## config.mk

```make
export PLATFORM = sky130hd
export DESIGN_NAME = nvs_back
export DESIGN_NICKNAME = d
export VERILOG_FILES = /design/src/rtl/core/nvs_pkg.sv /design/src/rtl/core/nvs_back.sv
export SDC_FILE = /design/constraint.sdc
export NUM_CORES = 2
export LEC_CHECK = 0
export BUFFER_PORTS_ARGS = -buffer_cell sky130_fd_sc_hd__buf_4
export CORE_MARGIN = 2
export CORE_UTILIZATION = 40
export DETAILED_ROUTE_END_ITERATION = 8
export PLACE_DENSITY = 0.58
export RECOVER_POWER = 50
export SLEW_MARGIN = 10
export SYNTH_ARGS = -nofsm -noshare
export SYNTH_HDL_FRONTEND = slang
export SYNTH_SLANG_ARGS = --single-unit
```

## constraint.sdc

```tcl
create_clock -name clk_i -period 9 [get_ports clk_i]
set_clock_uncertainty 0.2 [all_clocks]
set_input_delay 0.45 -clock clk_i [delete_from_list [all_inputs] [get_ports clk_i]]
set_output_delay 0.45 -clock clk_i [all_outputs]
set_load 0.02 [all_outputs]
```

## src/rtl/core/nvs_pkg.sv

```systemverilog
// shared types and constants of the nearest vector search
package nvs_pkg;

  localparam int NVS_MAX_LENGTH = 64;
  localparam int NVS_MAX_ROWS   = 1024;
  localparam int NVS_QDEPTH     = 4;
  localparam int NVS_QCW        = 3;
  localparam int NVS_ROW_W      = 16;
  localparam int NVS_OUT_ROW_W  = 10;

  typedef enum logic [1:0] {
    METRIC_MANHATTAN = 2'd0,
    METRIC_EUCLID    = 2'd1,
    METRIC_COSINE    = 2'd2,
    METRIC_COSINE_X  = 2'd3
  } nvs_metric_e;

  typedef enum logic {
    CFG_METRIC = 1'b0,
    CFG_LENGTH = 1'b1
  } nvs_cfg_e;

  typedef struct packed {
    logic                        cos;
    logic signed [47:0]          accum;
    logic [39:0]                 qn;
    logic [39:0]                 rn;
    logic [NVS_ROW_W-1:0]        row;
    logic                        fresh;
    logic                        last;
  } nvs_rec_t;

endpackage

```

## src/rtl/core/nvs_back.sv

```systemverilog
// back end: cosine root and divide, best row tracking, result register
module nvs_back import nvs_pkg::*; (
  input  logic                     clk_i,
  input  logic                     rst_ni,
  input  nvs_rec_t                 head_i,
  input  logic                     empty_i,
  output logic                     pop_o,
  output logic                     out_valid_o,
  input  logic                     out_stall_i,
  output logic signed [47:0]       score_o,
  output logic [NVS_OUT_ROW_W-1:0] row_index_o,
  output logic                     zero_norm_o,
  output logic [NVS_OUT_ROW_W-1:0] best_index_o,
  output logic                     done_res_o
);

  typedef enum logic [2:0] {S_IDLE, S_SQRT, S_MUL, S_DIV, S_FIN} state_e;

  typedef struct packed {
    logic [55:0] x;
    logic [55:0] r;
  } sq_t;

  function automatic sq_t sq_step(input sq_t s, input logic [55:0] b);
    sq_t        o;
    logic [56:0] sum;
    sum = {1'b0, s.r} + {1'b0, b};
    if ({1'b0, s.x} >= sum) begin
      o.x = s.x - sum[55:0];
      o.r = (s.r >> 1) + b;
    end else begin
      o.x = s.x;
      o.r = s.r >> 1;
    end
    return o;
  endfunction

  state_e             state_q;
  nvs_rec_t           rec_q;
  sq_t                sa_q, sb_q;
  logic [55:0]        bit_q;
  logic [5:0]         cnt_q;
  logic [55:0]        p_q;
  logic [56:0]        r_q;
  logic [46:0]        quo_q;
  logic signed [47:0] res_q;
  logic               zero_q;
  logic               bv_q;
  logic signed [47:0] best_q;
  logic [NVS_ROW_W-1:0] best_row_q;
  logic               out_valid_q;
  logic signed [47:0] score_q;
  logic [NVS_OUT_ROW_W-1:0] row_idx_q, best_idx_q;
  logic               zero_out_q, done_q;

  logic               head_zero;
  logic [47:0]        mag;
  logic [56:0]        r2;
  logic [30:0]        qc;
  logic               bv, better;

  assign head_zero = head_i.cos && (head_i.qn == '0 || head_i.rn == '0);
  assign pop_o     = (state_q == S_IDLE) && !empty_i;
  assign mag       = rec_q.accum[47] ? 48'(-rec_q.accum) : 48'(rec_q.accum);
  assign r2        = {r_q[55:0], 1'b0};
  assign qc        = (quo_q > 47'(32'h4000_0000)) ? 31'h4000_0000 : quo_q[30:0];

  assign bv = rec_q.fresh ? 1'b0 : bv_q;
  always_comb begin
    if (rec_q.cos) begin
      better = !zero_q && (!bv || res_q > best_q);
    end else begin
      better = !bv || res_q < best_q;
    end
  end

  always_ff @(posedge clk_i or negedge rst_ni) begin
    if (!rst_ni) begin
      state_q     <= S_IDLE;
      out_valid_q <= 1'b0;
      bv_q        <= 1'b0;
      best_q      <= '0;
      best_row_q  <= '0;
    end else begin
      if (out_valid_q && !out_stall_i && state_q != S_FIN) out_valid_q <= 1'b0;
      case (state_q)
        S_IDLE: begin
          if (!empty_i) begin
            rec_q  <= head_i;
            zero_q <= head_zero;
            if (!head_i.cos || head_zero) begin
              res_q   <= head_i.cos ? 48'sd0 : head_i.accum;
              state_q <= S_FIN;
            end else begin
              sa_q    <= '{x: {head_i.qn, 16'd0}, r: '0};
              sb_q    <= '{x: {head_i.rn, 16'd0}, r: '0};
              bit_q   <= 56'd1 << 54;
              state_q <= S_SQRT;
            end
          end
        end
        S_SQRT: begin
          sa_q  <= sq_step(sa_q, bit_q);
          sb_q  <= sq_step(sb_q, bit_q);
          bit_q <= bit_q >> 2;
          if (bit_q == 56'd1) state_q <= S_MUL;
        end
        S_MUL: begin
          p_q     <= sa_q.r[27:0] * sb_q.r[27:0];
          state_q <= S_DIV;
          cnt_q   <= 6'd0;
          r_q     <= 57'(mag);
          quo_q   <= '0;
        end
        S_DIV: begin
          if (cnt_q == 6'd0 && (p_q == '0 || r_q >= {1'b0, p_q})) begin
            res_q   <= rec_q.accum[47] ? -48'sd1073741824 : 48'sd1073741824;
            state_q <= S_FIN;
          end else begin
            if (r2 >= {1'b0, p_q}) begin
              r_q   <= r2 - {1'b0, p_q};
              quo_q <= {quo_q[45:0], 1'b1};
            end else begin
              r_q   <= r2;
              quo_q <= {quo_q[45:0], 1'b0};
            end
            cnt_q <= cnt_q + 6'd1;
            if (cnt_q == 6'd46) begin
              res_q   <= rec_q.accum[47] ? -48'(qc) : 48'(qc);
              state_q <= S_FIN;
            end
          end
        end
        S_FIN: begin
          if (!out_valid_q || !out_stall_i) begin
            out_valid_q <= 1'b1;
            score_q     <= res_q;
            row_idx_q   <= NVS_OUT_ROW_W'(rec_q.row);
            zero_out_q  <= zero_q;
            done_q      <= rec_q.last;
            if (better) begin
              bv_q       <= 1'b1;
              best_q     <= res_q;
              best_row_q <= rec_q.row;
              best_idx_q <= NVS_OUT_ROW_W'(rec_q.row);
            end else begin
              bv_q       <= bv;
              best_idx_q <= bv ? NVS_OUT_ROW_W'(best_row_q) : '0;
            end
            state_q <= S_IDLE;
          end
        end
        default: state_q <= S_IDLE;
      endcase
    end
  end

  assign out_valid_o  = out_valid_q;
  assign score_o      = score_q;
  assign row_index_o  = row_idx_q;
  assign zero_norm_o  = zero_out_q;
  assign best_index_o = best_idx_q;
  assign done_res_o   = done_q;

endmodule

```

==> run_results.csv <==
group,metric,value,unit
run_status,status,"complete, but fails checks",
run_status,violations,"capacitance limit, slew limit",
finish,final_cell_mix,"inv_1, nand2_1, fa_1",
clock_tree,clock_sinks,661,
floorplanning,dieWidth,433,um
grt,gr-usage-met2,0.382,
logic_synthesis,ys_ff_latch,661,
timing,setup_viol_count_final,0,
worst_setup_path,cp_slowest_stage_delay,1.16,ns
grt,grt_pass1_wl,335000,um
floorplanning,pin_count,223,
logic_synthesis,postSynthNetCount,9468,
grt,grt_antenna_before_repair,1,
timing,slew-limit-headroom,-1.44,
placed_design,dp_hpwl,165000,um
floorplanning,start_util,0.402,
logic_synthesis,synth_xor_xnor_area_share,0.0480,
logic_synthesis,synthAdderAreaFrac,0.287,
floorplanning,dieArea,187000,sq um
logic_synthesis,synth_compound_area_frac,0.151,
placed_design,numPortBuffers,216,
logic_synthesis,synthSimpleGateAreaFrac,0.169,
floorplanning,placementRows,157,
logic_synthesis,avgSynthCellArea,9.15,sq um
finish,syn_to_final_growth,10.5,%
worst_setup_path,critPathLaunchType,"flip-flop",
drt,drtAntennaViolNets,0,
finish,layout_commonest_cell,"inv_1",
worst_setup_path,crit_path_frequent_cell,"fa_1",
worst_setup_path,crit_start,"sb_q[5]$_SDFFCE_PN0P_",
timing,worst_pin_slew,3.65,ns
worst_setup_path,cp_slowest_cell,"edfxtp_1",
worst_setup_path,path_class,"reg2reg",
logic_synthesis,synth_edf_count,598,
clock_tree,htree_num_levels,3,
clock_tree,clock_latency,0.72,ns
logic_synthesis,async_reset_ff_frac,0.0953,
grt,grt_max_degree,150,
worst_setup_path,cp_data_arrival_time,8.69,ns
finish,drive_above_1_share,0.0548,
clock_tree,cts_buffers,80,
timing,min_period,8.43,ns
drt,routed_wl,212000,um
grt,grt_remaining_overflow,0,
logic_synthesis,postSynthCellCount,8037,
grt,met3_usage,0.0241,
timing,max_freq,0.119,GHz
clock_tree,cts_root_buf,"clkbuf_16",
worst_setup_path,worstPathMaxFanout,26,
finish,finish.instance_area,81200,sq um
timing,hold_violations,0,
finish,nNetsFinal,9631,
worst_hold_path,hp-start,"rec_q[0]$_DFFE_PP_",
timing,maxSlewViolCount,706,
clock_tree,path_clk_slew,0.06,ns
worst_setup_path,cp-end-kind,"flip-flop",
drt,drc,0,
logic_synthesis,synth.distinct_cells,100,
grt,grt-busiest-layer,"met2",
worst_setup_path,worstPathCellList,"buf_4, nand2_1, fa_1, fa_1, fa_1, fa_1, inv_1, fa_1, fa_1, inv_1, fa_1, inv_1, ha_1, a22o_1, nor4_1, o21ai_0, a211o_1, or3b_2, o211ai_2, a31o_2, a311oi_2, nor4bb_1, a211o_1",
floorplanning,fp.dieH,433,um
logic_synthesis,yosysSeqAreaShare,0.266,
drt,drt_pass1_iterations,6,
floorplanning,core,183000,sq um
worst_setup_path,r2r_start,"sb_q[5]$_SDFFCE_PN0P_",
grt,use_met1,0.297,
drt,routed_via_density,5.50,
drt,via_count,59100,
clock_tree,cts_resized,0,
worst_hold_path,min_path_type,"reg2reg",
logic_synthesis,syn_area,73500,sq um
placed_design,place_area,77800,sq um
finish,antenna_cells,0,
clock_tree,cts_tree,"yes",
timing,rsz0062_at_grt,"false",
logic_synthesis,synth_mux_area_frac,0.00682,
placed_design,finalWeightedCongestion,0.932,
drt,wire_per_inst,19.7,um
worst_setup_path,crit_required,9.25,ns
worst_setup_path,reg2reg_slack,0.57,ns
timing,fin_tns_setup,0,ns
run,drv_cap,16,
drt,initialDrtViolationCount,3908,
grt,grt_pass1_vias,60400,
logic_synthesis,ys_warn_count,0,
grt,track_usage,0.224,
logic_synthesis,ys.flop_type,"edfxtp_1",
timing,period_share,0.937,
clock_tree,clock_path_buffers,3,
logic_synthesis,synth_top_family_by_area,"adder cells",
==> final cells by class <==
| cell class | count | area (sq um) |
|---|---|---|
| multi-input cells | 5970 | 48700 |
| repair buffers | 506 | 3690 |
| fillers | 17700 | 102000 |
| well taps | 2464 | 3080 |
| flip-flops and latches | 661 | 19500 |
| clock buffers | 99 | 2090 |
| clock inverters | 47 | 422 |
| inverters | 981 | 3690 |
==> kinds of logic (layout without fill, tap and decap cells) <==
| logic type | Yosys count | in the layout |
|---|---|---|
| compound gates | 1717 | 1717 |
| xor+xnor | 403 | 403 |
| fa+ha+maj | 1280 | 1280 |
| buf+inv | 1406 | 1633 |
| flops | 661 | 661 |
| mux | 43 | 43 |
| simple gates | 2527 | 2527 |
==> timing repair <==
| action | CTS | global route |
|---|---|---|
| hold buffers | 144 | 0 |
| endpoints found under the setup margin | 0 | 1 |
| buffers inserted | 0 | 1 |
| endpoints found under the hold margin | 219 | 0 |
==> worst max-delay path: cells and delay by family, from the launching register on <==
kind | cells | cell delay, ns
AOI/OAI and AO/OA | 7 | 1.78
and+or+nand+nor | 4 | 0.68
buffers and inverters | 4 | 0.44
adders and majority gates | 8 | 3.90
DFF | 1 | 1.16
==> flip-flops by register name, summed over array words and instances (netlist names), 10 cells and up <==
register and cells:
res_q 48, row_index_o 10, best_index_o 10, p_q 56, rec_q 61, sb_q 112
r_q 57, best_q 48, quo_q 47, score_o 48, sa_q 112, bit_q 28
best_row_q 10
==> final timing paths <==
kind	end	cells past startpoint
max reg2reg	p_q[52]$_DFFE_PP_	23
max	p_q[52]$_DFFE_PP_	23
max in group asynchronous	best_q[33]$_DFFE_PN0P_	4
min reg2reg	done_res_o$_DFFE_PP_	0
min	done_res_o$_DFFE_PP_	0
min in group asynchronous	best_q[9]$_DFFE_PN0P_	3
==> per-layer routing <==
metal | wire length, um | vias to the layer above | share of wire
li1 | - | 27900 | -
met5 | 0 | - | 0
met1 | 94000 | 29300 | 0.44
met3 | 8880 | 331 | 0.042
met4 | 7200 | 0 | 0.034
met2 | 101000 | 1471 | 0.48
==> synth_stat cells, types with 22 or more instances <==
cell / count / area [sq um]
inv_1: 979 / 3670
nand2_1: 901 / 3380
fa_1: 677 / 13600
ha_1: 603 / 7540
edfxtp_1: 598 / 18000
and2_1: 450 / 2820
a21oi_1: 435 / 2180
nor2_1: 400 / 1500
clkbuf_1: 371 / 1390
o21ai_0: 359 / 1800
xor2_1: 206 / 1800
xnor2_1: 197 / 1730
a21o_1: 178 / 1340
nand3_1: 154 / 771
a31oi_1: 130 / 813
nand4_1: 121 / 757
o31ai_1: 108 / 811
a211oi_1: 94 / 706
and3_1: 94 / 588
nor4_1: 85 / 532
nor3_1: 73 / 365
o21bai_1: 68 / 510
dfrtp_1: 63 / 1580
or3_1: 60 / 375
nor2b_1: 57 / 357
nand2b_1: 50 / 313
o21a_1: 38 / 285
a31o_2: 37 / 324
buf_2: 33 / 165
o21ai_1: 29 / 145
o211ai_1: 27 / 203
a32o_1: 24 / 240
mux2i_1: 22 / 220
==> per-stage QoR <==
step	hold slack (ns)	setup WS [ns]	util	instances
2_1_floorplan	-0.0456	0.690	-	8037
3_3_place_gp	0.203	0.634	0.426	10400
3_5_place_dp	0.228	0.638	0.426	10400
4_1_cts	0.195	0.633	0.447	10700
5_1_grt	0.216	0.143	0.444	10700
6_report	0.232	0.567	0.444	10700
Power is left out: the tool's default activity adds up to more than one toggle a clock period on the data nets, which glitch-free logic cannot reach.
