**src/rtl/core/nvs_pkg.sv**
```systemverilog
// shared types and constants of the nearest vector search
package nvs_pkg;

  localparam int NVS_MAX_LENGTH = 64;
  localparam int NVS_MAX_ROWS   = 1024;
  localparam int NVS_QDEPTH     = 4;
  localparam int NVS_QCW        = 3;
  localparam int NVS_ROW_W      = 16;
  localparam int NVS_OUT_ROW_W  = 10;

  typedef enum logic [1:0] {
    METRIC_MANHATTAN = 2'd0,
    METRIC_EUCLID    = 2'd1,
    METRIC_COSINE    = 2'd2,
    METRIC_COSINE_X  = 2'd3
  } nvs_metric_e;

  typedef enum logic {
    CFG_METRIC = 1'b0,
    CFG_LENGTH = 1'b1
  } nvs_cfg_e;

  typedef struct packed {
    logic                        cos;
    logic signed [47:0]          accum;
    logic [39:0]                 qn;
    logic [39:0]                 rn;
    logic [NVS_ROW_W-1:0]        row;
    logic                        fresh;
    logic                        last;
  } nvs_rec_t;

endpackage

```
**src/rtl/core/nvs_queue.sv**
```systemverilog
// short fifo of finished row records between front and back
module nvs_queue import nvs_pkg::*; (
  input  logic               clk_i,
  input  logic               rst_ni,
  input  logic               push_i,
  input  nvs_rec_t           rec_i,
  input  logic               pop_i,
  output nvs_rec_t           head_o,
  output logic               empty_o,
  output logic [NVS_QCW-1:0] count_o
);

  localparam int PW = $clog2(NVS_QDEPTH);

  nvs_rec_t           buf_q [NVS_QDEPTH];
  logic [PW-1:0]      wp_q, rp_q;
  logic [NVS_QCW-1:0] cnt_q;

  always_ff @(posedge clk_i or negedge rst_ni) begin
    if (!rst_ni) begin
      wp_q  <= '0;
      rp_q  <= '0;
      cnt_q <= '0;
    end else begin
      if (push_i) wp_q <= wp_q + PW'(1);
      if (pop_i)  rp_q <= rp_q + PW'(1);
      cnt_q <= cnt_q + NVS_QCW'(push_i) - NVS_QCW'(pop_i);
    end
  end

  always_ff @(posedge clk_i) begin
    if (push_i) buf_q[wp_q] <= rec_i;
  end

  assign head_o  = buf_q[rp_q];
  assign empty_o = cnt_q == '0;
  assign count_o = cnt_q;

endmodule

```
**config.mk**
```make
export PLATFORM = sky130hd
export DESIGN_NAME = nvs_queue
export DESIGN_NICKNAME = d
export VERILOG_FILES = /design/src/rtl/core/nvs_pkg.sv /design/src/rtl/core/nvs_queue.sv
export SDC_FILE = /design/constraint.sdc
export NUM_CORES = 1
export LEC_CHECK = 0
export ABC_AREA = 0
export BUFFER_PORTS_ARGS = -buffer_cell sky130_fd_sc_hd__buf_2
export CORE_UTILIZATION = 51
export DETAILED_ROUTE_END_ITERATION = 12
export PLACE_DENSITY = 0.75
export SLEW_MARGIN = 40
export SYNTH_ARGS = -nofsm -noshare
export SYNTH_HDL_FRONTEND = slang
export SYNTH_SLANG_ARGS = --single-unit
export TNS_END_PERCENT = 5
```
**constraint.sdc**
```tcl
create_clock -name clk_i -period 4.4 [get_ports clk_i]
set_clock_uncertainty 0.1 [all_clocks]
set_input_delay 0.22 -clock clk_i [delete_from_list [all_inputs] [get_ports clk_i]]
set_output_delay 0.22 -clock clk_i [all_outputs]
set_load 0.01 [all_outputs]
```
==> results of run 1 <==
path summary, 6_finish.rpt:
kind                       startpoint      endpoint  slack, ns
max                           rp_q[0]   head_o[126]       1.48
min                          rec_i[5]   buf_q[1][5]       0.28
max reg2reg                   wp_q[0]  buf_q[2][79]       1.99
min reg2reg                   wp_q[0]       wp_q[0]       0.44
max in group asynchronous      rst_ni       rp_q[0]       3.39
min in group asynchronous      rst_ni       wp_q[0]       0.52
power by group through the flow:
stage,Combinational [uW],Clock [uW],Sequential [uW]
5_1_grt,5390,4980,7850
3_3_place_gp,4890,0,7890
4_1_cts,5130,4790,7780
6_report,5030,4670,7760
3_5_place_dp,5000,0,7890
2_1_floorplan,3270,0,7800
worst max-delay path, delay by kind of cell, from the launching register on:
| kind | cells | cell delay, ns |
|---|---|---|
| buffers and inverters | 3 | 0.73 |
| DFF | 1 | 0.72 |
| muxes | 1 | 0.54 |
through the flow:
step / instance area (sq um) / std cells
after detailed placement: 23820 / 1631
after global placement: 23800 / 1630
after CTS: 27120 / 1886
final: 27130 / 1887
after global routing: 27130 / 1887
after floorplan: 21600 / 801
flip-flops by register name (all words and copies together) (netlist names):
| register | cells |
|---|---|
| buf_q | 588 |
| count_o | 3 |
| rp_q | 2 |
| wp_q | 2 |
final cells by class:
type	count	area [sq um]
antenna	1	2.502
clock buffer	75	1536
clock inverter	29	259.0
fill	2707	14730
inverter	6	22.52
multi-input combinational	167	3502
sequential	595	17840
tap	539	674.4
timing repair buffer	475	3291
layout by cell type, fill, tap and decap left out, drive strengths merged, types with 3 or more instances in the layout:
master and count:
clkinv 23, buf 324, dfrtp 7, mux4 147, and2 4, dlygate4sd3 151
ha 6, edfxtp 588, bufinv 5, xnor2 3, clkbuf 75, inv 7
logic make-up after synthesis:
logic type	count (synthesis)	synth area share
muxes	147	0.1533
buffers and inverters	39	0.01269
xor gates and xnor gates	5	0.002028
AOI/OAI and AO/OA	1	0.0002315
DFF	595	0.8256
adders and majority gates	7	0.004403
and+or+nand+nor	7	0.001738
timing repair:
action | 4_1_cts | 5_1_grt
buffers inserted | 0 | 0
endpoints found under the hold margin | 600 | 0
hold buffers | 151 | 0
layer usage:
metal  up-vias  wire (um)  global-route usage
li1       4484          -                   -
met1      5321      17170              0.2573
met2       324      21160              0.3322
met3        57       2943             0.05507
met4         0        806             0.05236
met5         -          0                   0
==> impl_metrics.py, run 1 <==
metrics = {
    "outcome": {
        "status": "finished, final reports clean",
    },
    "floorplan": {
        "dieArea_sq_mm": 0.04318,
        "ios": 302,
        "coreArea_sq_mm": 0.04185,
        "initial_core_util": 0.5161,
        "die-width_um": 207.8,
        "fp.dieH_um": 207.8,
        "rows": 75,
    },
    "clock_tree": {
        "cts_buffers": 57,
        "worstSkewPairLatency_ns": 0.59,
        "cts-root-buf": "clkbuf_16",
        "clk_pin_slew_worst_paths_ns": 0.06,
        "htree_levels": 2,
        "cts_resized": 0,
        "cts.sinks": 595,
        "cts_max_path_buffers": 3,
        "cts_tree": "yes",
    },
    "worst_setup_path": {
        "slowest_stage": "dfrtp_4",
        "cp_cell_sequence": "buf_12, buf_4, mux4_2, buf_2",
        "critPathCaptureType": "output port",
        "cp.required_ns": 4.08,
        "worstPathMaxFanout": 23,
        "critPathLaunchType": "register",
        "ff2ff_path_depth": 4,
        "path_class": "register to output port",
        "critical_path_arrival_ns": 2.60,
        "cpPeakStageDelay_ns": 0.72,
    },
    "grt": {
        "grt_max_degree": 126,
        "track_usage": 0.1982,
        "grt_pass1_wl_um": 63980,
        "overflow": 0,
        "antenna_found_initial": 1,
        "grt_pass1_vias": 11070,
    },
    "synth": {
        "synth_top_area_cell": "edfxtp_1",
        "synth-seq-cells": 595,
        "synth-edff-count": 588,
        "seq_area_frac_synth": 0.8256,
        "syn_avg_cell_area_sq_um": 26.96,
        "synth_ff_type": "edfxtp_1",
        "synth_common_cells": "588 x edfxtp_1, 147 x mux4_2, 15 x buf_2",
        "yosysWarningCount": 0,
        "yosysTopAreaCellShare": 0.8175,
        "synthArstFlopShare": 0.01176,
        "synth_cells": 801,
        "syn_nets": 959,
        "synth_area_sq_mm": 0.02160,
        "synth_most_common_cell": "edfxtp_1",
        "synth_cell_type_count": 17,
        "synthTopCellsByArea": "edfxtp_1 82%, mux4_2 15%, dfrtp_1 0.81%, buf_6 0.73%, buf_2 0.35%",
    },
    "placement": {
        "pre_cts_ws_ns": 2.002,
        "dp_hpwl_um": 23530,
        "io_buffer_count": 301,
        "place.gp.congestion": 0.7191,
    },
    "routing": {
        "drt.antenna.violating_nets": 0,
        "route.detailed.drc": 0,
        "wl_um": 42080,
        "viasPerCell": 5.398,
        "num_vias": 10190,
        "initialDrtViolationCount": 702,
        "wl_per_cell_um": 22.30,
        "firstDrtPassIters": 5,
    },
    "pwr": {
        "switching_power_uw": 4964,
        "swShare": 0.2844,
        "p_per_area_mw_per_mm2": 643.5,
        "ir_worst_vdd_v": 0.0004630,
        "p_total_uw": 17460,
        "seqPwrFrac": 0.444,
        "power_frac_comb": 0.288,
        "pwr-share-clk": 0.267,
        "p_leak_uw": 0.009370,
        "p_int_uw": 12490,
    },
    "cells_and_area": {
        "areaGrowthSynthToFinish_pct": 25.60,
        "drive_gt1_frac": 0.4061,
        "final_nets": 1460,
        "finish.utilization": 0.6482,
    },
    "sta": {
        "finalSetupTns_ns": 0,
        "timing.final.crit_period_ns": 2.920,
        "min_period_over_period": 0.6636,
        "holdWs_ns": 0.2753,
        "worst_slew_pin_slew_ns": 1.006,
        "hold_viol_final": 0,
        "layout_setup_ws_ns": 1.480,
        "setup_violations": 0,
        "rsz0062_at_grt": "false",
        "report.final.slew_viol_count": 0,
        "max_slew_margin": 0.3291,
        "clock.fmax_ghz": 0.3425,
    },
    "min_path": {
        "min-delay-path-class": "primary input to register",
        "worstHoldPathCells": 2,
    },
    "flow_run": {
        "cap_violations": 0,
    },
}
(Power assumes the default switching activity.)
==> run 2: changes to the inputs <==
--- a/config.mk
+++ b/config.mk
@@ -5,11 +5,11 @@
 export SDC_FILE = /design/constraint.sdc
 export NUM_CORES = 1
 export LEC_CHECK = 0
-export ABC_AREA = 0
+export ABC_AREA = 1
 export BUFFER_PORTS_ARGS = -buffer_cell sky130_fd_sc_hd__buf_2
-export CORE_UTILIZATION = 51
+export CORE_UTILIZATION = 58
 export DETAILED_ROUTE_END_ITERATION = 12
-export PLACE_DENSITY = 0.75
+export PLACE_DENSITY = 0.8
 export SLEW_MARGIN = 40
 export SYNTH_ARGS = -nofsm -noshare
 export SYNTH_HDL_FRONTEND = slang
==> constraint.sdc (replaced) <==
create_clock -name clk_i -period 2.8 [get_ports clk_i]
set_clock_uncertainty 0.1 [all_clocks]
set_input_delay 0.14 -clock clk_i [delete_from_list [all_inputs] [get_ports clk_i]]
set_output_delay 0.14 -clock clk_i [all_outputs]
set_load 0.01 [all_outputs]
==> impl_metrics.py, run 2 <==
metrics = {
    "sta": {
        "hold_viol_final": 0,
        "layout_setup_ws_ns": 0.1262,
        "clock.fmax_ghz": 0.3740,
        "timing.final.crit_period_ns": 2.674,
        "report.final.slew_viol_count": 0,
        "worst_slew_pin_slew_ns": 0.8528,
        "max_slew_margin": 0.4314,
        "rsz0062_at_grt": "false",
        "finalSetupTns_ns": 0,
        "setup_violations": 0,
        "min_period_over_period": 0.9549,
    },
    "cells_and_area": {
        "regMostFlops": "buf_q",
        "finish.utilization": 0.7239,
        "layout_commonest_cell": "nand2_1",
        "largest_reg_flops": 588,
        "stdcell_count": 3420,
        "final_area_sq_mm": 0.03064,
        "areaGrowthSynthToFinish_pct": 22.23,
        "final_nets": 2950,
        "drive_gt1_frac": 0.1518,
        "final_cell_mix": "742 x nand2_1, 595 x inv_1, 588 x edfxtp_1, 301 x buf_2, 295 x nand3_1",
    },
    "routing": {
        "initialDrtViolationCount": 1459,
        "route.detailed.drc": 0,
        "viasPerCell": 5.025,
        "drt.antenna.violating_nets": 0,
        "firstDrtPassIters": 6,
        "wl_per_cell_um": 16.62,
        "wl_um": 56830,
        "num_vias": 17190,
    },
    "clock_tree": {
        "clk_pin_slew_worst_paths_ns": 0.06,
        "htree_levels": 2,
        "cts_resized": 0,
        "postCtsSetupRepairBufs": 0,
        "worstSkewPairLatency_ns": 0.60,
        "ctsHoldBuffers": 151,
        "cts.sinks": 595,
        "cts-root-buf": "clkbuf_16",
        "cts_max_path_buffers": 3,
        "cts_tree": "yes",
        "cts_buffers": 58,
    },
    "synth": {
        "synth_common_cells": "746 x nand2_1, 600 x inv_1, 588 x edfxtp_1",
        "synth_most_common_cell": "nand2_1",
        "seq_area_frac_synth": 0.7115,
        "yosysTopAreaCellShare": 0.7045,
        "synth_area_sq_mm": 0.02506,
        "synth-seq-cells": 595,
        "syn_avg_cell_area_sq_um": 10.67,
        "syn_nets": 2506,
        "synthArstFlopShare": 0.01176,
        "synth_cell_type_count": 16,
        "synth-edff-count": 588,
        "synth_top_area_cell": "edfxtp_1",
        "yosysWarningCount": 0,
        "synthTopCellsByArea": "edfxtp_1 70%, nand2_1 11%, inv_1 9.0%, nand3_1 5.9%, buf_2 1.2%",
        "synth_ff_type": "edfxtp_1",
        "synth_cells": 2348,
    },
    "placement": {
        "place.gp.congestion": 0.7926,
        "placed_cell_area_sq_mm": 0.02720,
        "dp.cells": 3157,
        "io_buffer_count": 301,
        "dp_hpwl_um": 31290,
        "pre_cts_ws_ns": 0.8075,
    },
    "flow_run": {
        "cap_violations": 0,
    },
    "worst_setup_path": {
        "r2r-start": "count_o[0]",
        "critPathLaunchType": "register",
        "ff2ff_setup_slack_ns": 0.82,
        "cpPeakStageDelay_ns": 0.49,
        "cp_cell_sequence": "buf_12, buf_16, nand2_1, nand3_1, nand2_1, buf_2",
        "ff2ff_path_depth": 10,
        "cpMostUsedCell": "nand2_1",
        "cp.required_ns": 2.56,
        "timing.rr.end": "count_o[2]",
        "worstPathMaxFanout": 99,
        "critical_path_arrival_ns": 2.43,
        "critPathCaptureType": "output port",
        "slowest_stage": "dfrtp_4",
        "path_class": "register to output port",
    },
    "pwr": {
        "ir_worst_vdd_v": 0.0007727,
        "p_leak_uw": 0.01422,
        "p_per_area_mw_per_mm2": 1011,
    },
    "min_path": {
        "worstHoldPathCells": 2,
        "min_from": "rec_i[20]",
        "min-delay-path-class": "primary input to register",
        "holdPathEnd": "buf_q[2][20]",
    },
    "floorplan": {
        "die-width_um": 209.9,
        "initial_core_util": 0.5922,
        "dieArea_sq_mm": 0.04405,
        "ios": 302,
        "rows": 75,
        "fp.dieH_um": 209.9,
        "coreArea_sq_mm": 0.04232,
    },
    "grt": {
        "grt_pass1_vias": 17230,
        "antenna_found_initial": 3,
        "grt_pass1_wl_um": 88440,
        "overflow": 0,
        "grt_max_degree": 185,
        "track_usage": 0.2594,
    },
    "outcome": {
        "status": "finished, final reports clean",
    },
}
## run 2: cell types whose count changed after synthesis, sizes merged, moves of 4 or more
| cell | before | now |
|---|---|---|
| and2 | 4 | 0 |
| buf | 32 | 91 |
| clkbuf | 1 | 7 |
| inv | 6 | 602 |
| mux4 | 147 | 0 |
| nand2 | 2 | 746 |
| nand3 | 0 | 295 |
## run 2: worst max path at each step
stage          startpoint     endpoint  cells past startpoint
3_3_place_gp      rp_q[0]  head_o[139]                      6
2_1_floorplan     wp_q[0]  buf_q[0][0]                      4
5_1_grt           rp_q[0]   head_o[38]                      6
3_5_place_dp      rp_q[0]    head_o[2]                      6
4_1_cts           rp_q[0]  head_o[141]                      6
6_report          rp_q[0]   head_o[69]                      6
## run 2: routing by layer
metal	up-vias	track usage	part of all wire
met5	-	0	0
met2	667	0.4475	0.51
met4	0	0.1097	0.035
met3	146	0.04414	0.070
met1	8152	0.3252	0.39
li1	8221	-	-
## run 2: critical path: cells and delay by family (launching register included)
family,cells,cell delay (ns)
buf+inv,3,0.83
flops,1,0.49
simple gates,3,0.32
## run 2: area by class of cell
cell class | count | area, sq um
clock buffers | 74 | 1595
inverters | 602 | 2287
well taps | 577 | 721.9
repair buffers | 482 | 3463
multi-input cells | 1053 | 4425
diodes | 3 | 7.507
clock inverters | 34 | 295.3
flip-flops and latches | 595 | 17840
fillers | 2680 | 11690
## run 2: kinds of logic after synthesis
| logic type | synth area share |
|---|---|
| buf+inv | 0.1127 |
| xor+xnor | 0.001049 |
| fa+ha+maj | 0.003794 |
| flops | 0.7115 |
| simple gates | 0.1708 |
| compound gates | 0.0001995 |
## run 2: where the power goes
group / switching [uW] / internal, uW / total [uW]
clock: 3210 / 4470 / 7680
combinational: 7660 / 3570 / 11200
sequential: 410 / 11600 / 12100
total: 11300 / 19700 / 31000
## run 2: metrics by stage
stage / power (uW) / hold slack, ns
global route: 32520 / 0.1696
detailed placement: 23040 / -0.09922
global placement: 22680 / -0.1019
floorplan: 19130 / -0.2556
CTS: 30860 / 0.1496
finish: 30960 / 0.1716
