`src/rtl/core/nvs_pkg.sv`:
```
// shared types and constants of the nearest vector search
package nvs_pkg;

  localparam int NVS_MAX_LENGTH = 64;
  localparam int NVS_MAX_ROWS   = 1024;
  localparam int NVS_QDEPTH     = 4;
  localparam int NVS_QCW        = 3;
  localparam int NVS_ROW_W      = 16;
  localparam int NVS_OUT_ROW_W  = 10;

  typedef enum logic [1:0] {
    METRIC_MANHATTAN = 2'd0,
    METRIC_EUCLID    = 2'd1,
    METRIC_COSINE    = 2'd2,
    METRIC_COSINE_X  = 2'd3
  } nvs_metric_e;

  typedef enum logic {
    CFG_METRIC = 1'b0,
    CFG_LENGTH = 1'b1
  } nvs_cfg_e;

  typedef struct packed {
    logic                        cos;
    logic signed [47:0]          accum;
    logic [39:0]                 qn;
    logic [39:0]                 rn;
    logic [NVS_ROW_W-1:0]        row;
    logic                        fresh;
    logic                        last;
  } nvs_rec_t;

endpackage

```
`src/rtl/core/nvs_ram.sv`:
```
// generic single write port ram with registered read
module nvs_ram #(
  parameter int Width = 16,
  parameter int Depth = 64,
  parameter int AddrW = 6
) (
  input  logic             clk_i,
  input  logic             we_i,
  input  logic [AddrW-1:0] waddr_i,
  input  logic [Width-1:0] wdata_i,
  input  logic [AddrW-1:0] raddr_i,
  output logic [Width-1:0] rdata_o
);

  logic [Width-1:0] mem_q [Depth];
  logic [Width-1:0] rdata_q;

  always_ff @(posedge clk_i) begin
    if (we_i) begin
      mem_q[waddr_i] <= wdata_i;
    end
    rdata_q <= mem_q[raddr_i];
  end

  assign rdata_o = rdata_q;

endmodule

```
`src/rtl/core/nvs_front.sv`:
```
// front end: config, query load and per element accumulation
module nvs_front import nvs_pkg::*; #(
  parameter int MaxLength = NVS_MAX_LENGTH,
  parameter int MaxRows   = NVS_MAX_ROWS
) (
  input  logic               clk_i,
  input  logic               rst_ni,
  input  logic               in_valid_i,
  output logic               in_stall_o,
  input  logic               cmd_i,
  input  logic signed [15:0] value_i,
  input  logic               last_row_i,
  input  logic               cfg_valid_i,
  output logic               cfg_ready_o,
  input  logic               cfg_index_i,
  input  logic [6:0]         cfg_data_i,
  input  logic [NVS_QCW-1:0] q_count_i,
  output logic               push_o,
  output nvs_rec_t           rec_o
);

  localparam int LW = $clog2(MaxLength + 1);
  localparam int AW = (MaxLength > 1) ? $clog2(MaxLength) : 1;
  localparam int RW = $clog2(MaxRows);

  logic [1:0]  metric_q;
  logic [6:0]  vlen_q;
  logic        searching_q, searching_d;
  logic [LW-1:0] qlen_q, qlen_d, ecnt_q, ecnt_d;
  logic [RW-1:0] row_q, row_d;
  logic        fresh_q, fresh_d;
  logic [39:0] qn_q, qn_d;

  logic        s2_valid_q, s2_first_q, s2_qvalid_q, s2_end_q, s2_fresh_q, s2_last_q;
  logic signed [15:0] s2_v_q;
  logic [1:0]  s2_mode_q;
  logic [RW-1:0] s2_row_q;
  logic [39:0] s2_qn_q;
  logic signed [47:0] accum_q, accum_d;
  logic [39:0] rn_q, rn_d;

  logic          acc;
  logic [LW-1:0] len, qlen_b, ecnt_b, ecnt_n;
  logic [RW-1:0] row_b;
  logic          fresh_b, row_end;
  logic [39:0]   qn_b;
  logic signed [31:0] vsq_in;
  logic          we;
  logic [15:0]   rdata;

  logic signed [15:0] q_s2;
  logic signed [16:0] diff, mul_a, mul_b;
  logic signed [33:0] prod;
  logic signed [31:0] vsq_s2;
  logic signed [47:0] term;

  assign cfg_ready_o = 1'b1;
  assign in_stall_o  = (({1'b0, q_count_i}) + {{NVS_QCW{1'b0}}, s2_valid_q & s2_end_q})
                       >= (NVS_QCW + 1)'(NVS_QDEPTH);
  assign acc = in_valid_i & ~in_stall_o;

  always_comb begin
    if (vlen_q == 7'd0) begin
      len = LW'(1);
    end else if (32'(vlen_q) > MaxLength) begin
      len = LW'(MaxLength);
    end else begin
      len = LW'(vlen_q);
    end
  end

  assign vsq_in  = value_i * value_i;

  always_comb begin
    searching_d = searching_q;
    qlen_d      = qlen_q;
    ecnt_d      = ecnt_q;
    row_d       = row_q;
    fresh_d     = fresh_q;
    qn_d        = qn_q;
    we          = 1'b0;
    qlen_b      = qlen_q;
    qn_b        = qn_q;
    ecnt_b      = ecnt_q;
    row_b       = row_q;
    fresh_b     = fresh_q;
    ecnt_n      = ecnt_q + LW'(1);
    row_end     = 1'b0;
    if (acc && !cmd_i) begin
      if (searching_q) begin
        searching_d = 1'b0;
        qlen_b      = '0;
        qn_b        = '0;
        ecnt_d      = '0;
        row_d       = '0;
        fresh_d     = 1'b1;
      end
      qlen_d = qlen_b;
      qn_d   = qn_b;
      if (qlen_b < len) begin
        we     = 1'b1;
        qn_d   = qn_b + 40'(unsigned'(vsq_in));
        qlen_d = qlen_b + LW'(1);
      end
    end else if (acc) begin
      if (!searching_q) begin
        searching_d = 1'b1;
        ecnt_b      = '0;
        row_b       = '0;
        fresh_b     = 1'b1;
      end
      ecnt_n  = ecnt_b + LW'(1);
      row_end = ecnt_n >= len;
      if (row_end) begin
        ecnt_d  = '0;
        row_d   = last_row_i ? '0 : ((32'(row_b) == MaxRows - 1) ? '0 : row_b + RW'(1));
        fresh_d = last_row_i;
      end else begin
        ecnt_d  = ecnt_n;
        row_d   = row_b;
        fresh_d = fresh_b;
      end
    end
  end

  nvs_ram #(.Width(16), .Depth(MaxLength), .AddrW(AW)) u_query_ram (
    .clk_i   (clk_i),
    .we_i    (we),
    .waddr_i (AW'(qlen_b)),
    .wdata_i (value_i),
    .raddr_i (AW'(ecnt_b)),
    .rdata_o (rdata)
  );

  always_ff @(posedge clk_i or negedge rst_ni) begin
    if (!rst_ni) begin
      metric_q    <= METRIC_MANHATTAN;
      vlen_q      <= 7'd64;
      searching_q <= 1'b0;
      qlen_q      <= '0;
      ecnt_q      <= '0;
      row_q       <= '0;
      fresh_q     <= 1'b1;
      qn_q        <= '0;
      s2_valid_q  <= 1'b0;
      accum_q     <= '0;
      rn_q        <= '0;
    end else begin
      if (cfg_valid_i && cfg_ready_o) begin
        case (cfg_index_i)
          CFG_METRIC: metric_q <= cfg_data_i[1:0];
          CFG_LENGTH: vlen_q   <= cfg_data_i;
          default: ;
        endcase
      end
      searching_q <= searching_d;
      qlen_q      <= qlen_d;
      ecnt_q      <= ecnt_d;
      row_q       <= row_d;
      fresh_q     <= fresh_d;
      qn_q        <= qn_d;
      s2_valid_q  <= acc & cmd_i;
      if (s2_valid_q) begin
        accum_q <= accum_d;
        rn_q    <= rn_d;
      end
    end
  end

  always_ff @(posedge clk_i) begin
    if (acc && cmd_i) begin
      s2_first_q  <= ecnt_b == '0;
      s2_qvalid_q <= ecnt_b < qlen_q;
      s2_end_q    <= row_end;
      s2_fresh_q  <= fresh_b;
      s2_last_q   <= last_row_i;
      s2_v_q      <= value_i;
      s2_mode_q   <= metric_q;
      s2_row_q    <= row_b;
      s2_qn_q     <= qn_q;
    end
  end

  assign q_s2   = s2_qvalid_q ? signed'(rdata) : 16'sd0;
  assign diff   = 17'(q_s2) - 17'(s2_v_q);
  assign mul_a  = (s2_mode_q == METRIC_EUCLID) ? diff : 17'(q_s2);
  assign mul_b  = (s2_mode_q == METRIC_EUCLID) ? diff : 17'(s2_v_q);
  assign prod   = mul_a * mul_b;
  assign vsq_s2 = s2_v_q * s2_v_q;

  always_comb begin
    case (s2_mode_q)
      METRIC_MANHATTAN: term = 48'(diff[16] ? -diff : diff);
      default:          term = 48'(prod);
    endcase
    accum_d = (s2_first_q ? 48'sd0 : accum_q) + term;
    rn_d    = (s2_first_q ? 40'd0 : rn_q) + 40'(unsigned'(vsq_s2));
  end

  assign push_o      = s2_valid_q & s2_end_q;
  assign rec_o.cos   = s2_mode_q[1];
  assign rec_o.accum = accum_d;
  assign rec_o.qn    = s2_qn_q;
  assign rec_o.rn    = rn_d;
  assign rec_o.row   = NVS_ROW_W'(s2_row_q);
  assign rec_o.fresh = s2_fresh_q;
  assign rec_o.last  = s2_last_q;

endmodule

```
`config.mk`:
```
export PLATFORM = sky130hd
export DESIGN_NAME = nvs_front
export DESIGN_NICKNAME = d
export VERILOG_FILES = /design/src/rtl/core/nvs_pkg.sv /design/src/rtl/core/nvs_ram.sv /design/src/rtl/core/nvs_front.sv
export SDC_FILE = /design/constraint.sdc
export NUM_CORES = 2
export LEC_CHECK = 0
export ABC_AREA = 1
export BUFFER_PORTS_ARGS = -buffer_cell sky130_fd_sc_hd__buf_2
export CAP_MARGIN = 20
export CORE_ASPECT_RATIO = 0.9
export CORE_MARGIN = 8
export CORE_UTILIZATION = 40
export CTS_CLUSTER_DIAMETER = 40
export DETAILED_ROUTE_END_ITERATION = 7
export PLACE_DENSITY = 0.58
export SLEW_MARGIN = 20
export SYNTH_ARGS = -nofsm -noshare
export SYNTH_HDL_FRONTEND = slang
export SYNTH_HIERARCHICAL = 1
export SYNTH_SLANG_ARGS = --single-unit
```
`constraint.sdc`:
```
create_clock -name clk_i -period 9.1 [get_ports clk_i]
set_input_delay 0.91 -clock clk_i [delete_from_list [all_inputs] [get_ports clk_i]]
set_output_delay 0.91 -clock clk_i [all_outputs]
set_load 0.02 [all_outputs]
```
==> run_results.csv <==
group,metric,value,unit
run_status,outcome,"finished, violations left",
run_status,violated_checks,"negative setup slack",
die,die_width,518,um
clock_network,cts_max_level,4,
sta,timing.final.hold_violations,0,
setup_path,crit-reg2reg-launch,"s2_qvalid_q",
yosys,synth.top_cell.area_share,36.4,%
sta,min_period_over_period,119,%
detailed_routing,drtPass1Iterations,8,
yosys,yosys_warnings,6,
sta,period_minus_slack,10830,ps
clock_network,clockBufferDepth,3,
setup_path,ff_to_ff_path_depth,51,
yosys,synth.ff_latch_count,1277,
clock_network,cts_bufs_inserted,191,
detailed_routing,totalWireLength,284,mm
detailed_routing,average_vias_per_placed_instance,5.11,
yosys,synth_area,90600,um2
sta,grt_setup_unrepaired,"true",
yosys,synth_area_leader_cell,"sky130_fd_sc_hd__edfxtp_1",
detailed_routing,drt_first_iter_violations,5809,
sta,clock_skew,81.6,ps
yosys,synthArstFlopShare,12.8,%
cells_and_area,filler_cell_count,20784,
setup_path,crit_path_max_incr_delay,700,ps
worst_hold_path,hp-class,"in2async",
setup_path,worst-r2r-setup-slack,-210,ps
place,finalWeightedCongestion,0.896,
place,placement.cell_area,101000,um2
global_routing,global_route.overflow_total,0,
sta,timing.final.ws_setup,-1730,ps
sta,worst_slew_margin_rel,25.9,%
sta,timing.final.max_slew_violations,0,
setup_path,cpLargestDelayFamily,"adder cells",
yosys,post_synth.cell_area_avg,9.27,um2
yosys,synth-edff-count,1097,
die,die-height,468,um
die,dieArea,242000,um2
cells_and_area,ff_latch_area,37400,um2
clock_network,latest_clock_arrival_within_the_worst_skew_pair,870,ps
yosys,synth.area.top_cells,"sky130_fd_sc_hd__edfxtp_1 36%, sky130_fd_sc_hd__fa_1 17%, sky130_fd_sc_hd__nand2_1 10%",
die,io_pins,183,
cells_and_area,multi_input_area,48700,um2
yosys,synthDistinctLibCells,65,
global_routing,groute.usage.overall,23.1,%
setup_path,timing.critical_path.depth,47,
cells_and_area,final_layout_size_suffix_gt1_share,19.9,%
flow_run,maxCapViolations,0,
clock_network,cts_hold_buffers,0,
detailed_routing,postRouteAntennaNets,0,
cells_and_area,flow.area_growth_from_synthesis,23.4,%
setup_path,crit_path_end_kind,"output port",
setup_path,crit_buf_inv,12,
detailed_routing,dr_total_vias,70878,
sta,max_slew.worst_pin.slew,1110,ps
cells_and_area,finalNonFillerCells,13881,
clock_network,clock-root-buffer,"sky130_fd_sc_hd__clkbuf_16",
yosys,synthFlopType,"sky130_fd_sc_hd__edfxtp_1",
setup_path,setup.worst_path.start_class,"register",
global_routing,grt_pass1_vias,71841,
yosys,syn_inst,9778,
yosys,synth-seq-area-share,41.2,%
die,core_region_area,225000,um2
die,core.rowCount,165,
setup_path,worstSetupEndpoint,"rec_o[142]",
clock_network,cts.clk_slew.worst_paths,50,ps
global_routing,grt_pass1_wl,435,mm
die,initial_core_utilization,40.3,%
global_routing,maximum_number_of_pins_on_one_net_before_global_route_repair,200,
global_routing,number_of_antenna_violations_at_the_first_check_in_global_routing,19,
cells_and_area,fin_area,112000,um2
setup_path,cp_arrival,9920,ps
setup_path,cp_slowest_cell,"sky130_fd_sc_hd__fa_2",
setup_path,worstPathRequired,8190,ps
detailed_routing,wl_per_cell,20.5,um
setup_path,critical_path_peak_fanout,17,
place,number_of_cells_after_detailed_placement,13453,
cells_and_area,layout.nets,11922,
sta,fmax,92.3,MHz
clock_network,cts_tree,"built",
detailed_routing,drc_errors,0,
setup_path,path_class,"reg2out",
place,hpwl,204,mm
place,io_buffer_count,175,
sta,final-setup-viol-count,66,
clock_network,numClockSinks,1277,
setup_path,crit-reg2reg-capture,"accum_q[47]",
setup_path,launch_point_of_the_worst_path,"s2_qvalid_q",
## per-layer routing
layer,track usage [%],share of wire (%),vias to the layer above
met1,32.4,44,35063
met3,3.62,6.9,397
met4,6.12,2.7,2
met5,0,0.0046,-
li1,-,-,33213
met2,37.4,46,2203
## cell usage in the layout, fill, tap and decap left out, types with 110 or more instances in the layout
cell                        instances
sky130_fd_sc_hd__ha_1             326
sky130_fd_sc_hd__inv_1           1504
sky130_fd_sc_hd__nand2_1         2339
sky130_fd_sc_hd__dfrtp_1          160
sky130_fd_sc_hd__fa_1             764
sky130_fd_sc_hd__nor2_1           569
sky130_fd_sc_hd__xor2_1           110
sky130_fd_sc_hd__buf_4            922
sky130_fd_sc_hd__a21oi_1          215
sky130_fd_sc_hd__clkbuf_16        193
sky130_fd_sc_hd__edfxtp_1        1097
sky130_fd_sc_hd__o21ai_0          232
sky130_fd_sc_hd__nand3_1          990
## state kept, by name, summed over array words and instances, names as in the netlist, 10 cells and up
register and cells:
s2_row_q 10, accum_q 48, row_q 10, u_query_ram/mem_q 1024, qn_q 40, rn_q 40
s2_v_q 16, s2_qn_q 40, u_query_ram/rdata_o 16
## kinds of logic (layout without fill, tap and decap cells)
kind of cell | count (synthesis) | count (layout) | synth area share, %
and+or+nand+nor | 4304 | 4304 | 19.9
DFF | 1277 | 1277 | 41.2
buffers and inverters | 1982 | 3070 | 9.03
AOI/OAI and AO/OA | 806 | 806 | 4.93
xor gates and xnor gates | 224 | 224 | 2.17
adders and majority gates | 1181 | 1181 | 22.7
other | 2 | 11 | 0.00829
muxes | 2 | 2 | 0.0249
## final cells by class
cell class / count / share of cell area [%]
Antenna cell: 4 / 0.00895
Sequential cell: 1277 / 33.4
Timing Repair Buffer: 1120 / 7.88
Inverter: 1594 / 5.42
Tap cell: 3006 / 3.36
Clock inverter: 146 / 1.98
Multi-Input combinational cell: 6524 / 43.6
Clock buffer: 210 / 4.37
## worst min-delay path by stage
stage	from	endpoint	cells after the start
final	rst_ni	accum_q[28]	1
after detailed placement	qn_q[2]	s2_qn_q[2]	0
after CTS	rst_ni	accum_q[28]	1
after global placement	qn_q[0]	s2_qn_q[0]	0
after global routing	rst_ni	accum_q[28]	1
after floorplan	qn_q[0]	s2_qn_q[0]	0
## metrics by stage
| stage | hold WS, ps | TNS (ps) | util (%) | setup WS [ps] |
|---|---|---|---|---|
| detailed placement | 435 | -38430 | 45.0 | -1280 |
| global route | 59.8 | -90590 | 49.7 | -2220 |
| global placement | 431 | -33620 | 45.0 | -1190 |
| finish | 52.2 | -55990 | 49.7 | -1730 |
| floorplan | 425 | -385 | - | -130 |
| CTS | 56.8 | -61190 | 48.7 | -1750 |
## synth_stat cells (77+ instances only)
cell                       instances
sky130_fd_sc_hd__nand2_1        2451
sky130_fd_sc_hd__inv_1          1565
sky130_fd_sc_hd__edfxtp_1       1097
sky130_fd_sc_hd__nand3_1        1012
sky130_fd_sc_hd__fa_1            776
sky130_fd_sc_hd__nor2_1          632
sky130_fd_sc_hd__ha_1            405
sky130_fd_sc_hd__a21oi_1         314
sky130_fd_sc_hd__o21ai_0         298
sky130_fd_sc_hd__dfrtp_1         162
sky130_fd_sc_hd__xor2_1          146
sky130_fd_sc_hd__buf_2           139
sky130_fd_sc_hd__clkbuf_1        127
sky130_fd_sc_hd__xnor2_1          77
## what timing repair did
action / 4_1_cts / 5_1_grt
pin swaps: 49 / 116
hold endpoints to repair: 0 / 0
resized for setup: 267 / 443
setup buffers: 23 / 44
endpoints found under the setup margin: 85 / 93
gates cloned: 1 / 1
Power is not shown: default switching activity piles up to over one toggle a cycle in this logic, so the estimate is an artifact.
